===== src/rotate_then_translate_waypoint_sequencer_macros.svh =====
// assertion macros for the waypoint sequencer
// uses clk and arst_n of the including module
`ifndef ROTATE_THEN_TRANSLATE_WAYPOINT_SEQUENCER_MACROS_SVH
`define ROTATE_THEN_TRANSLATE_WAYPOINT_SEQUENCER_MACROS_SVH
`ifndef NO_ASSERTIONS
`define RTTW_ASSERT_IMP(lbl, ante, cons, msg) \
	lbl: assert property (@(posedge clk) disable iff (!arst_n) (ante) |-> (cons)) \
		else $error(msg);
`define RTTW_ASSERT_NEXT(lbl, ante, cons, msg) \
	lbl: assert property (@(posedge clk) disable iff (!arst_n) (ante) |=> (cons)) \
		else $error(msg);
`else
`define RTTW_ASSERT_IMP(lbl, ante, cons, msg)
`define RTTW_ASSERT_NEXT(lbl, ante, cons, msg)
`endif
`endif


===== src/rttw_pkg.sv =====
// shared types and constants of the waypoint sequencer
// no dependencies
`default_nettype none
package rttw_pkg;
	localparam int MAX_WAYPOINTS_DEF = 256;
	localparam int POS_WIDTH_DEF = 24;
	localparam int ANGLE_WIDTH_DEF = 16;

	localparam int CFG_W = 40;
	localparam int CFG_IDX_W = 3;
	localparam int CLAMP_W = 22;
	localparam int SQ_W = 44;
	localparam logic [CLAMP_W-1:0] DIST_CLAMP = 22'h200000;

	localparam logic [CFG_IDX_W-1:0] REG_ACCEPT_RAD = 3'd0;
	localparam logic [CFG_IDX_W-1:0] REG_FINAL_RAD = 3'd1;
	localparam logic [CFG_IDX_W-1:0] REG_DEVIATION = 3'd2;
	localparam logic [CFG_IDX_W-1:0] REG_YAW_THR = 3'd3;
	localparam logic [CFG_IDX_W-1:0] REG_HOLD = 3'd4;
	localparam logic [CFG_IDX_W-1:0] REG_REPLAN_EN = 3'd5;

	localparam logic [CFG_W-1:0] ACCEPT_RAD_RST = 40'd10486;
	localparam logic [CFG_W-1:0] FINAL_RAD_RST = 40'd4096;
	localparam logic [CFG_W-1:0] DEVIATION_RST = 40'd262144;
	localparam logic [15:0] YAW_THR_RST = 16'd2731;
	localparam logic [15:0] HOLD_RST = 16'd10;

	typedef enum logic [1:0] {PH_IDLE, PH_ROT, PH_TRANS, PH_DONE} phase_t;
	typedef enum logic [1:0] {FN_LOAD, FN_ODOM, FN_TICK, FN_NONE} func_t;

	typedef struct packed {
		logic capture;
		logic load;
		logic odom;
		logic res_plain;
		logic rot;
		logic trans_start;
		logic rd_idx;
		logic rd_dist;
		logic rd_scan;
		logic eval;
		logic enter;
		logic emit;
	} cmd_t;

	typedef struct packed {
		func_t  func;
		logic   last;
		logic   active;
		phase_t phase;
		logic   replan_en;
		logic   pipe_busy;
		logic   scan_last;
		logic   advance;
		logic   out_blocked;
	} status_t;
endpackage
`default_nettype wire


===== src/rttw_ctrl.sv =====
// controller state machine: decodes items and sequences the datapath
// depends on rttw_pkg and the assertion macro header
`default_nettype none
`include "rotate_then_translate_waypoint_sequencer_macros.svh"
module rttw_ctrl (
	input  wire logic              clk,
	input  wire logic              arst_n,
	input  wire logic              in_valid,
	output logic                   in_ready,
	input  wire rttw_pkg::status_t st,
	output rttw_pkg::cmd_t         cmd
);
	typedef enum logic [2:0] {
		S_IDLE, S_DEC, S_SCAN, S_DRAIN, S_EVAL, S_HRD, S_HWT, S_OUT
	} state_t;

	state_t state_q;

	assign in_ready = (state_q == S_IDLE);

	always_comb begin
		cmd = '0;
		case (state_q)
			S_IDLE: cmd.capture = in_valid;
			S_DEC: begin
				case (st.func)
					rttw_pkg::FN_LOAD: cmd.load = 1'b1;
					rttw_pkg::FN_ODOM: cmd.odom = 1'b1;
					rttw_pkg::FN_TICK: begin
						if (!st.active) begin
							cmd.res_plain = 1'b1;
						end else begin
							case (st.phase)
								rttw_pkg::PH_ROT: cmd.rot = 1'b1;
								rttw_pkg::PH_TRANS: begin
									cmd.trans_start = 1'b1;
									cmd.rd_idx = 1'b1;
									cmd.rd_dist = 1'b1;
								end
								default: cmd.res_plain = 1'b1;
							endcase
						end
					end
					default: ;
				endcase
			end
			S_SCAN: begin
				cmd.rd_scan = 1'b1;
				cmd.rd_dist = 1'b1;
			end
			S_EVAL: cmd.eval = 1'b1;
			S_HRD: cmd.rd_idx = 1'b1;
			S_HWT: cmd.enter = 1'b1;
			S_OUT: cmd.emit = !st.out_blocked;
			default: ;
		endcase
	end

	always_ff @(posedge clk or negedge arst_n) begin
		if (!arst_n) begin
			state_q <= S_IDLE;
		end else begin
			case (state_q)
				S_IDLE: if (in_valid) state_q <= S_DEC;
				S_DEC: begin
					case (st.func)
						rttw_pkg::FN_LOAD: state_q <= st.last ? S_HRD : S_IDLE;
						rttw_pkg::FN_TICK: begin
							if (st.active && st.phase == rttw_pkg::PH_TRANS)
								state_q <= st.replan_en ? S_SCAN : S_DRAIN;
							else
								state_q <= S_OUT;
						end
						default: state_q <= S_IDLE;
					endcase
				end
				S_SCAN: if (st.scan_last) state_q <= S_DRAIN;
				S_DRAIN: if (!st.pipe_busy) state_q <= S_EVAL;
				S_EVAL: state_q <= st.advance ? S_HRD : S_OUT;
				S_HRD: state_q <= S_HWT;
				S_HWT: state_q <= S_OUT;
				S_OUT: if (!st.out_blocked) state_q <= S_IDLE;
				default: state_q <= S_IDLE;
			endcase
		end
	end

	`RTTW_ASSERT_IMP(a_emit_free, cmd.emit, !st.out_blocked, "result loaded over a held beat")
	`RTTW_ASSERT_IMP(a_eval_drained, state_q == S_EVAL, !st.pipe_busy, "evaluate before drain")
	`RTTW_ASSERT_IMP(a_scan_enabled, cmd.rd_scan, st.replan_en && st.active, "stray scan read")
	`RTTW_ASSERT_NEXT(a_accept_decode, state_q == S_IDLE && in_valid, state_q == S_DEC, "lost beat")
endmodule
`default_nettype wire

===== config.mk =====
export PLATFORM = sky130hd
export DESIGN_NAME = rttw_ctrl
export DESIGN_NICKNAME = d
export VERILOG_FILES = /design/src/rttw_pkg.sv /design/src/rttw_ctrl.sv
export VERILOG_INCLUDE_DIRS = /design/src /design/src/src
export SDC_FILE = /design/constraint.sdc
export NUM_CORES = 1
export LEC_CHECK = 0
export BUFFER_PORTS_ARGS = -buffer_cell sky130_fd_sc_hd__buf_4
export CORE_AREA = 4 4 41 43
export CTS_CLUSTER_DIAMETER = 30
export CTS_CLUSTER_SIZE = 16
export DETAILED_ROUTE_END_ITERATION = 12
export DIE_AREA = 0 0 45 47
export RECOVER_POWER = 50
export SKIP_LAST_GASP = 1
export SLEW_MARGIN = 20
export SYNTH_ARGS = -nofsm -noshare
export SYNTH_HDL_FRONTEND = slang
export SYNTH_SLANG_ARGS = --single-unit

===== constraint.sdc =====
create_clock -name clk -period 1.37 [get_ports clk]
set_input_delay 0.3425 -clock clk [delete_from_list [all_inputs] [get_ports clk]]
set_output_delay 0.3425 -clock clk [all_outputs]
set_load 0.03 [all_outputs]

==> Word level (Yosys, flattened, before mapping) <==
Cells that the tools add are included.
{ "classes": {"muxes": 26, "shifts": 0, "bitwise_logic": 0, "order_cmp": 0, "reduce_logical": 6, "n_addsub": 0, "eq_ne": 15, "div_mod_pow": 0, "n_mul": 0} }
{ "ops": {"columns": ["operator", "count"], "rows": [
  ["3-bit one-hot mux with 8 select lines", 1],
  ["3-bit 2-to-1 mux", 7],
  ["3-bit == test (second input constant)", 4],
  ["1-bit 2-to-1 mux", 11],
  ["5-bit 2-to-1 mux", 2],
  ["2-bit != test (second input constant)", 4],
  ["3-bit by 2-bit == test with 1-bit output (second input constant)", 2],
  ["3-bit one-hot mux with 2 select lines", 1],
  ["2-bit by 1-bit == test with 1-bit output (second input constant)", 2],
  ["2-bit == test (second input constant)", 2],
  ["4-bit 2-to-1 mux", 1],
  ["1-bit one-hot mux with 2 select lines", 2],
  ["4-bit AND reduction", 1],
  ["3-bit by 1-bit == test with 1-bit output (second input constant)", 1],
  ["3-bit logical NOT", 1],
  ["2-bit logical NOT", 1],
  ["2-bit 2-to-1 mux", 1],
  ["2-bit OR reduction", 1],
  ["1-bit logical AND", 1],
  ["1-bit logical NOT", 1]
]} }
{ "totals": {"mem_count": 0, "output_inout_bits": 13, "mem_bits_ro": 0, "latchBits": 0, "register_bits": 3, "word_cells": 48, "mem_bits_rw": 0, "inputBits": 14} }

==> Logic depth before layout (Yosys ltp) <==
Gate-level depths: netlist (run 1).
{ "depth": {"depth_word": 6, "ltp_mapped": 5, "ltp_nobuf": 5} }

==> Worst setup path before layout (run 1) <==
Ideal clock, no wire load.
{ "synth_path": {"path_kind": "input-to-output", "from": "in st[5] in the netlist's numbering", "to": "out cmd[8] in the netlist's numbering", "setup_slack_ps": -1209, "path_stages": 4, "arrival_ps": 2236, "required_time_ps": 1028, "path_buffers": 0, "path_cell_list": "inv_1 > ha_1 > inv_1 > a2111oi_0"} }
{ "synth_lines": {"columns": ["item", "line_no", "rtl"], "rows": [
  ["start, declared", "rttw_ctrl.sv:10", "input wire rttw_pkg::status_t st,"],
  ["end, declared", "rttw_ctrl.sv:11", "output rttw_pkg::cmd_t cmd"]
]} }

==> results_dict.tcl, run 1 <==
set metrics [dict create \
    slowest_delay_ps 470 \
    crit_end "cmd[4]" \
    final_cell_mix "buf_4 (40), buf_6 (18), and3_4 (3), inv_1 (3), clkbuf_4 (3)" \
    hold_class "primary input to flop" \
    grt_max_degree 9 \
    cp.depth 3 \
    drv_slew 0 \
    finalCriticalPeriod_ps 1750 \
    clockRootBuffer "clkbuf_4" \
    clock_path_buffers 2 \
    drt-total-wl_mm 1.95 \
    status "finished with violations" \
    nets 128 \
    drt-pass1-iter-count 4 \
    r2r_cells 4 \
    synth.distinct_cells 32 \
    ys_ff_latch 3 \
    period_share 1.27 \
    power_density_nw_per_um2 2050 \
    grt_pass1_vias 696 \
    drt_drc_violations_left 0 \
    largest_reg_flops 3 \
    cp_num_buf_inv 1 \
    grt_usage 0.206 \
    ant_nets 0 \
    power_frac_seq 0.106 \
    ir_drop_uv 1490 \
    synth_edf_count 0 \
    combinationalPowerShare 0.821 \
    finalSetupViolCount 14 \
    die_area_um2 2120 \
    synth-main-ff-cell "dfrtp_1" \
    antennaDiodeCount 0 \
    async_reset_ff_frac 1.00 \
    timing.rr.start "state_q[2]" \
    path_max_fanout 7 \
    fp.dieW_um 45 \
    post-dp-hpwl_mm 1.21 \
    swShare 0.450 \
    worstSetupStartpoint "state_q[2]" \
    worstSetupPathType "flop to output pin" \
    multi_input_area_um2 447 \
    worstPathArrival_ps 1400 \
    area_growth_syn_to_layout_pct 179 \
    yosys_warnings 0 \
    fp.dieH_um 47 \
    syn_avg_cell_area_um2 7.96 \
    clk_pin_slew_ps 50 \
    hold_depth 3 \
    synthCells 50 \
    cts_made_buffers 3 \
    overflow 0 \
    net-switching-power_uw 1030 \
    power.share.clock 0.073 \
    h-tree-depth 1 \
    violations "negative setup slack" \
    nFillCells 71 \
    first_iter_violations 5 \
    syn_nets 66 \
    post-place-ws_ps -363 \
    top_regs "state_q (3)" \
    regMostFlops "state_q" \
    syn_area_um2 398 \
    worstSetupStartpointType "flop" \
    max_slew.worst_pin.slew_ps 336 \
    cp.required_ps 1030 \
    start_util 0.306 \
    core_um2 1300 \
    antenna_found_initial 0 \
    drt-wirelength-per-cell_um 15.4 \
    cp_top_family "simple AND/OR/NAND/NOR gates" \
    path_cells "nor4_4, or2_4, buf_4" \
    grt_pass1_wl_mm 3.15 \
    rsz0062_at_grt "true" \
    drv_cap 0 \
    p_leak_uw 0.000509 \
    gp_congestion 0.820 \
    mostFrequentLayoutCell "buf_4" \
    clock_skew_ps 12.8 \
    seqCellArea_um2 77.6 \
    num_io_pins 27 \
    setup_tns_ps -3720 \
    maxSlewHeadroom 0.776 \
    io_buffers 26 \
    seq_area_frac_synth 0.189 \
    hold_viol 0 \
    clock_sinks 3 \
    clk_latency_ps 250 \
    num_vias 664 \
    crit_slowest_cell "dfrtp_2" \
    internal_power_uw 1250 \
    cts_tree "done" \
    rows 13 \
    viasPerCell 5.27 \
    r2r-end "state_q[2]" \
    drive_above_1_share 0.811 \
    final.setup.worst_slack_ps -376 \
    fmax_mhz 573 \
    cp-end-kind "output pin" \
    reg2reg_slack_ps -50 \
]
-- how the worst min path moves through the flow --
stage	start	end	slack (ps)
6_report	st[0]	state_q[2]	420
5_1_grt	st[0]	state_q[2]	430
4_1_cts	arst_n	state_q[2]	420
3_5_place_dp	arst_n	state_q[1]	140
3_3_place_gp	arst_n	state_q[1]	130
2_1_floorplan	arst_n	state_q[0]	50
-- kinds of logic (layout without fill, tap and decap cells) --
logic type	Yosys count	after routing	synth area share
AO/OA/AOI/OAI	10	10	0.208
adder cells (fa/ha/maj)	2	2	0.0629
buffers and inverters	9	70	0.0943
flip-flops	3	3	0.189
multiplexers	1	1	0.0377
AND/OR/NAND/NOR	25	25	0.409
-- tightest hold or removal path: cells and delay by family --
kind / cells / cell delay [ps]
AND/OR/NAND/NOR: 1 / 100
AO/OA/AOI/OAI: 1 / 60
buffers and inverters: 1 / 130
-- cell usage after synthesis (all sizes together) (2+ instances only) --
library cell | n | area share
nand2 | 2 | 0.019
buf | 3 | 0.038
nand4 | 2 | 0.031
nor3 | 3 | 0.038
nand3 | 2 | 0.025
and2 | 2 | 0.031
dfrtp | 3 | 0.19
a21oi | 2 | 0.025
nor2 | 2 | 0.019
and3 | 3 | 0.060
or2 | 2 | 0.031
nor4 | 2 | 0.047
inv | 6 | 0.057
a2111oi | 2 | 0.060
ha | 2 | 0.063
-- power groups by stage --
stage          Clock, uW  Combinational [uW]  Sequential, uW
2_1_floorplan          0                 748             203
3_3_place_gp           0                1200             231
4_1_cts              167                1700             238
5_1_grt              178                1970             248
6_report             166                1870             241
3_5_place_dp           0                1220             231
-- through the flow --
step / hold WS, ps / std cells / utilization / power [uW] / instance area (um^2)
final: 420 / 126 / 0.854 / 2280 / 1110
after global routing: 426 / 126 / 0.854 / 2400 / 1110
after global placement: 132 / 107 / 0.647 / 1430 / 842
after detailed placement: 137 / 107 / 0.647 / 1450 / 842
after floorplan: 46.9 / 50 / - / 951 / 505
after CTS: 419 / 124 / 0.822 / 2100 / 1070
-- per-layer routing --
| metal | track usage | wire length [um] |
|---|---|---|
| met2 | 0.384 | 1090 |
| met5 | 0 | 0 |
| met1 | 0.230 | 654 |
| met4 | 0.0702 | 55 |
| met3 | 0.0421 | 148 |
-- layout make-up --
cell class | count | share of cell area
Tap cell | 15 | 0.0169
Inverter | 6 | 0.0225
Multi-Input combinational cell | 38 | 0.402
Timing Repair Buffer | 60 | 0.465
Clock buffer | 4 | 0.0236
Sequential cell | 3 | 0.0698
-- what timing repair did --
item                                   CTS  global route
gates resized for setup                 26             7
buffers inserted                        12             3
endpoints found under the hold margin    3             0
pin swaps                                8             4
setup endpoints to repair               15            15
hold buffers                             1             0
No activity file was read; power rests on OpenSTA's default activity.
==> inputs of run 2 (changes only) <==
==> constraint.sdc (replaced) <==
create_clock -name clk -period 1.59 [get_ports clk]
set_input_delay 0.3975 -clock clk [delete_from_list [all_inputs] [get_ports clk]]
set_output_delay 0.3975 -clock clk [all_outputs]
set_load 0.03 [all_outputs]
==> run 2 against run 1 <==
Net effect:
- the flow still finishes with violations (negative setup slack)
- total power shrank 31%
- final area shrank 13%
- sequential share of layout area up 1.1 points
- non-clock buffer count shrank 15
- die area is the same
- critical path type unchanged
- largest power group unchanged
- highest routed layer unchanged
==> results_dict.tcl, run 2 (synthesis results as in run 1) <==
set metrics [dict create \
    hold_viol 0 \
    antenna_found_initial 0 \
    drv_slew 0 \
    drive_above_1_share 0.760 \
    status "finished with violations" \
    period_share 1.13 \
    power_uw 1570 \
    cp_num_buf_inv 3 \
    timing.rr.start "state_q[0]" \
    cp.required_ps 1190 \
    worstSetupStartpointType "flop" \
    max_slew.worst_pin.slew_ps 436 \
    grt_pass1_wl_mm 2.24 \
    core_um2 1300 \
    crit_slowest_cell "dfrtp_1" \
    area_growth_syn_to_layout_pct 142 \
    final.setup.worst_slack_ps -206 \
    fp.dieH_um 47 \
    drt-total-wl_mm 1.41 \
    drt-wirelength-per-cell_um 12.7 \
    die_area_um2 2120 \
    start_util 0.306 \
    post-route-util 0.740 \
    path_cells "buf_4, buf_12, nor3_4, and2_4, buf_4" \
    violations "negative setup slack" \
    clock_sinks 3 \
    finalSetupViolCount 13 \
    cts_made_buffers 3 \
    power_frac_seq 0.126 \
    post-dp-hpwl_mm 1.10 \
    fmax_mhz 557 \
    ant_nets 0 \
    antennaDiodeCount 0 \
    first_iter_violations 11 \
    worstSetupStartpoint "state_q[0]" \
    gp_congestion 0.835 \
    largest_reg_flops 3 \
    num_io_pins 27 \
    num_vias 566 \
    combinationalPowerShare 0.788 \
    clk_latency_ps 230 \
    grt_usage 0.146 \
    clock_path_buffers 2 \
    ir_drop_uv 1040 \
    cp_top_family "buffers and inverters" \
    regMostFlops "state_q" \
    mostFrequentLayoutCell "buf_4" \
    viasPerCell 5.10 \
    hold_class "primary input to flop" \
    h-tree-depth 1 \
    worstPathArrival_ps 1400 \
    cp.depth 5 \
    dpl_cell_area_um2 796 \
    path_max_fanout 8 \
    reg2reg_slack_ps 90 \
    fin_area_um2 963 \
    r2r-end "state_q[2]" \
    cp-end-kind "output pin" \
    maxSlewHeadroom 0.709 \
    holdWs_ps 495 \
    nets 113 \
    clock_skew_ps 4.23 \
    grt_max_degree 13 \
    io_buffers 26 \
    drt-pass1-iter-count 4 \
    drv_cap 0 \
    overflow 0 \
    grt_pass1_vias 556 \
    fp.dieW_um 45 \
    power.share.clock 0.086 \
    final_cell_mix "buf_4 (30), buf_6 (12), and3_4 (3), inv_1 (3), clkbuf_4 (3)" \
    cp_common_cell "buf_4" \
    rows 13 \
    power_density_nw_per_um2 1630 \
    clockRootBuffer "clkbuf_4" \
    worstSetupPathType "flop to output pin" \
    drt_drc_violations_left 0 \
    post-place-ws_ps -156 \
    internal_power_uw 839 \
    r2r_cells 5 \
    net-switching-power_uw 733 \
    cts_tree "done" \
    swShare 0.466 \
    finalCriticalPeriod_ps 1800 \
    nFillCells 102 \
    p_leak_uw 0.000432 \
    crit_end "cmd[11]" \
    slowest_delay_ps 380 \
    top_regs "state_q (3)" \
    clk_pin_slew_ps 30 \
    rsz0062_at_grt "true" \
]
run 2: worst min-delay path by stage:
stage / startpoint / to / slack [ps] / cells after the start
floorplan: arst_n / state_q[0] / 100 / 0
global placement: arst_n / state_q[1] / 190 / 1
detailed placement: arst_n / state_q[1] / 190 / 1
CTS: st[0] / state_q[2] / 470 / 3
global route: st[0] / state_q[2] / 500 / 3
finish: st[0] / state_q[2] / 500 / 3
run 2: power groups by stage:
stage / clock (uW) / sequential (uW) / combinational [uW]
2_1_floorplan: 0 / 175 / 635
3_3_place_gp: 0 / 181 / 958
3_5_place_dp: 0 / 182 / 967
4_1_cts: 143 / 197 / 1090
5_1_grt: 147 / 206 / 1320
6_report: 134 / 198 / 1240
run 2: per-layer routing:
metal  track usage  vias to the layer above  share of wire
li1              -                      284              -
met4        0.0351                        0         0.0099
met2         0.254                       21           0.53
met3        0.0613                        2          0.065
met1         0.166                      259           0.39
met5             0                        -              0
run 2: area by class of cell:
type                       instances  area (um^2)  area share
clock buffer                       4         26.3      0.0273
timing repair buffer              45          394       0.409
tap                               15         18.8      0.0195
inverter                           6         30.0      0.0312
sequential                         3         77.6      0.0805
multi-input combinational         38          417       0.432
run 2: timing repair:
action | 4_1_cts | 5_1_grt
endpoints found under the setup margin | 13 | 14
gates resized for setup | 17 | 12
setup buffers | 2 | 2
pin swaps | 2 | 2
cloned | 0 | 0
hold buffers | 1 | 0
hold endpoints to repair | 3 | 0
run 2: stage by stage:
step | setup TNS, ps | cells
after floorplan | -767 | 50
after global placement | -520 | 102
after detailed placement | -528 | 102
after CTS | -1290 | 109
after global routing | -2300 | 111
final | -1440 | 111
run 2: worst register-to-register path, delay by kind of cell (launching register included):
kind,cells,cell delay [ps]
buf+inv,3,440
flops,1,380
compound gates,2,540
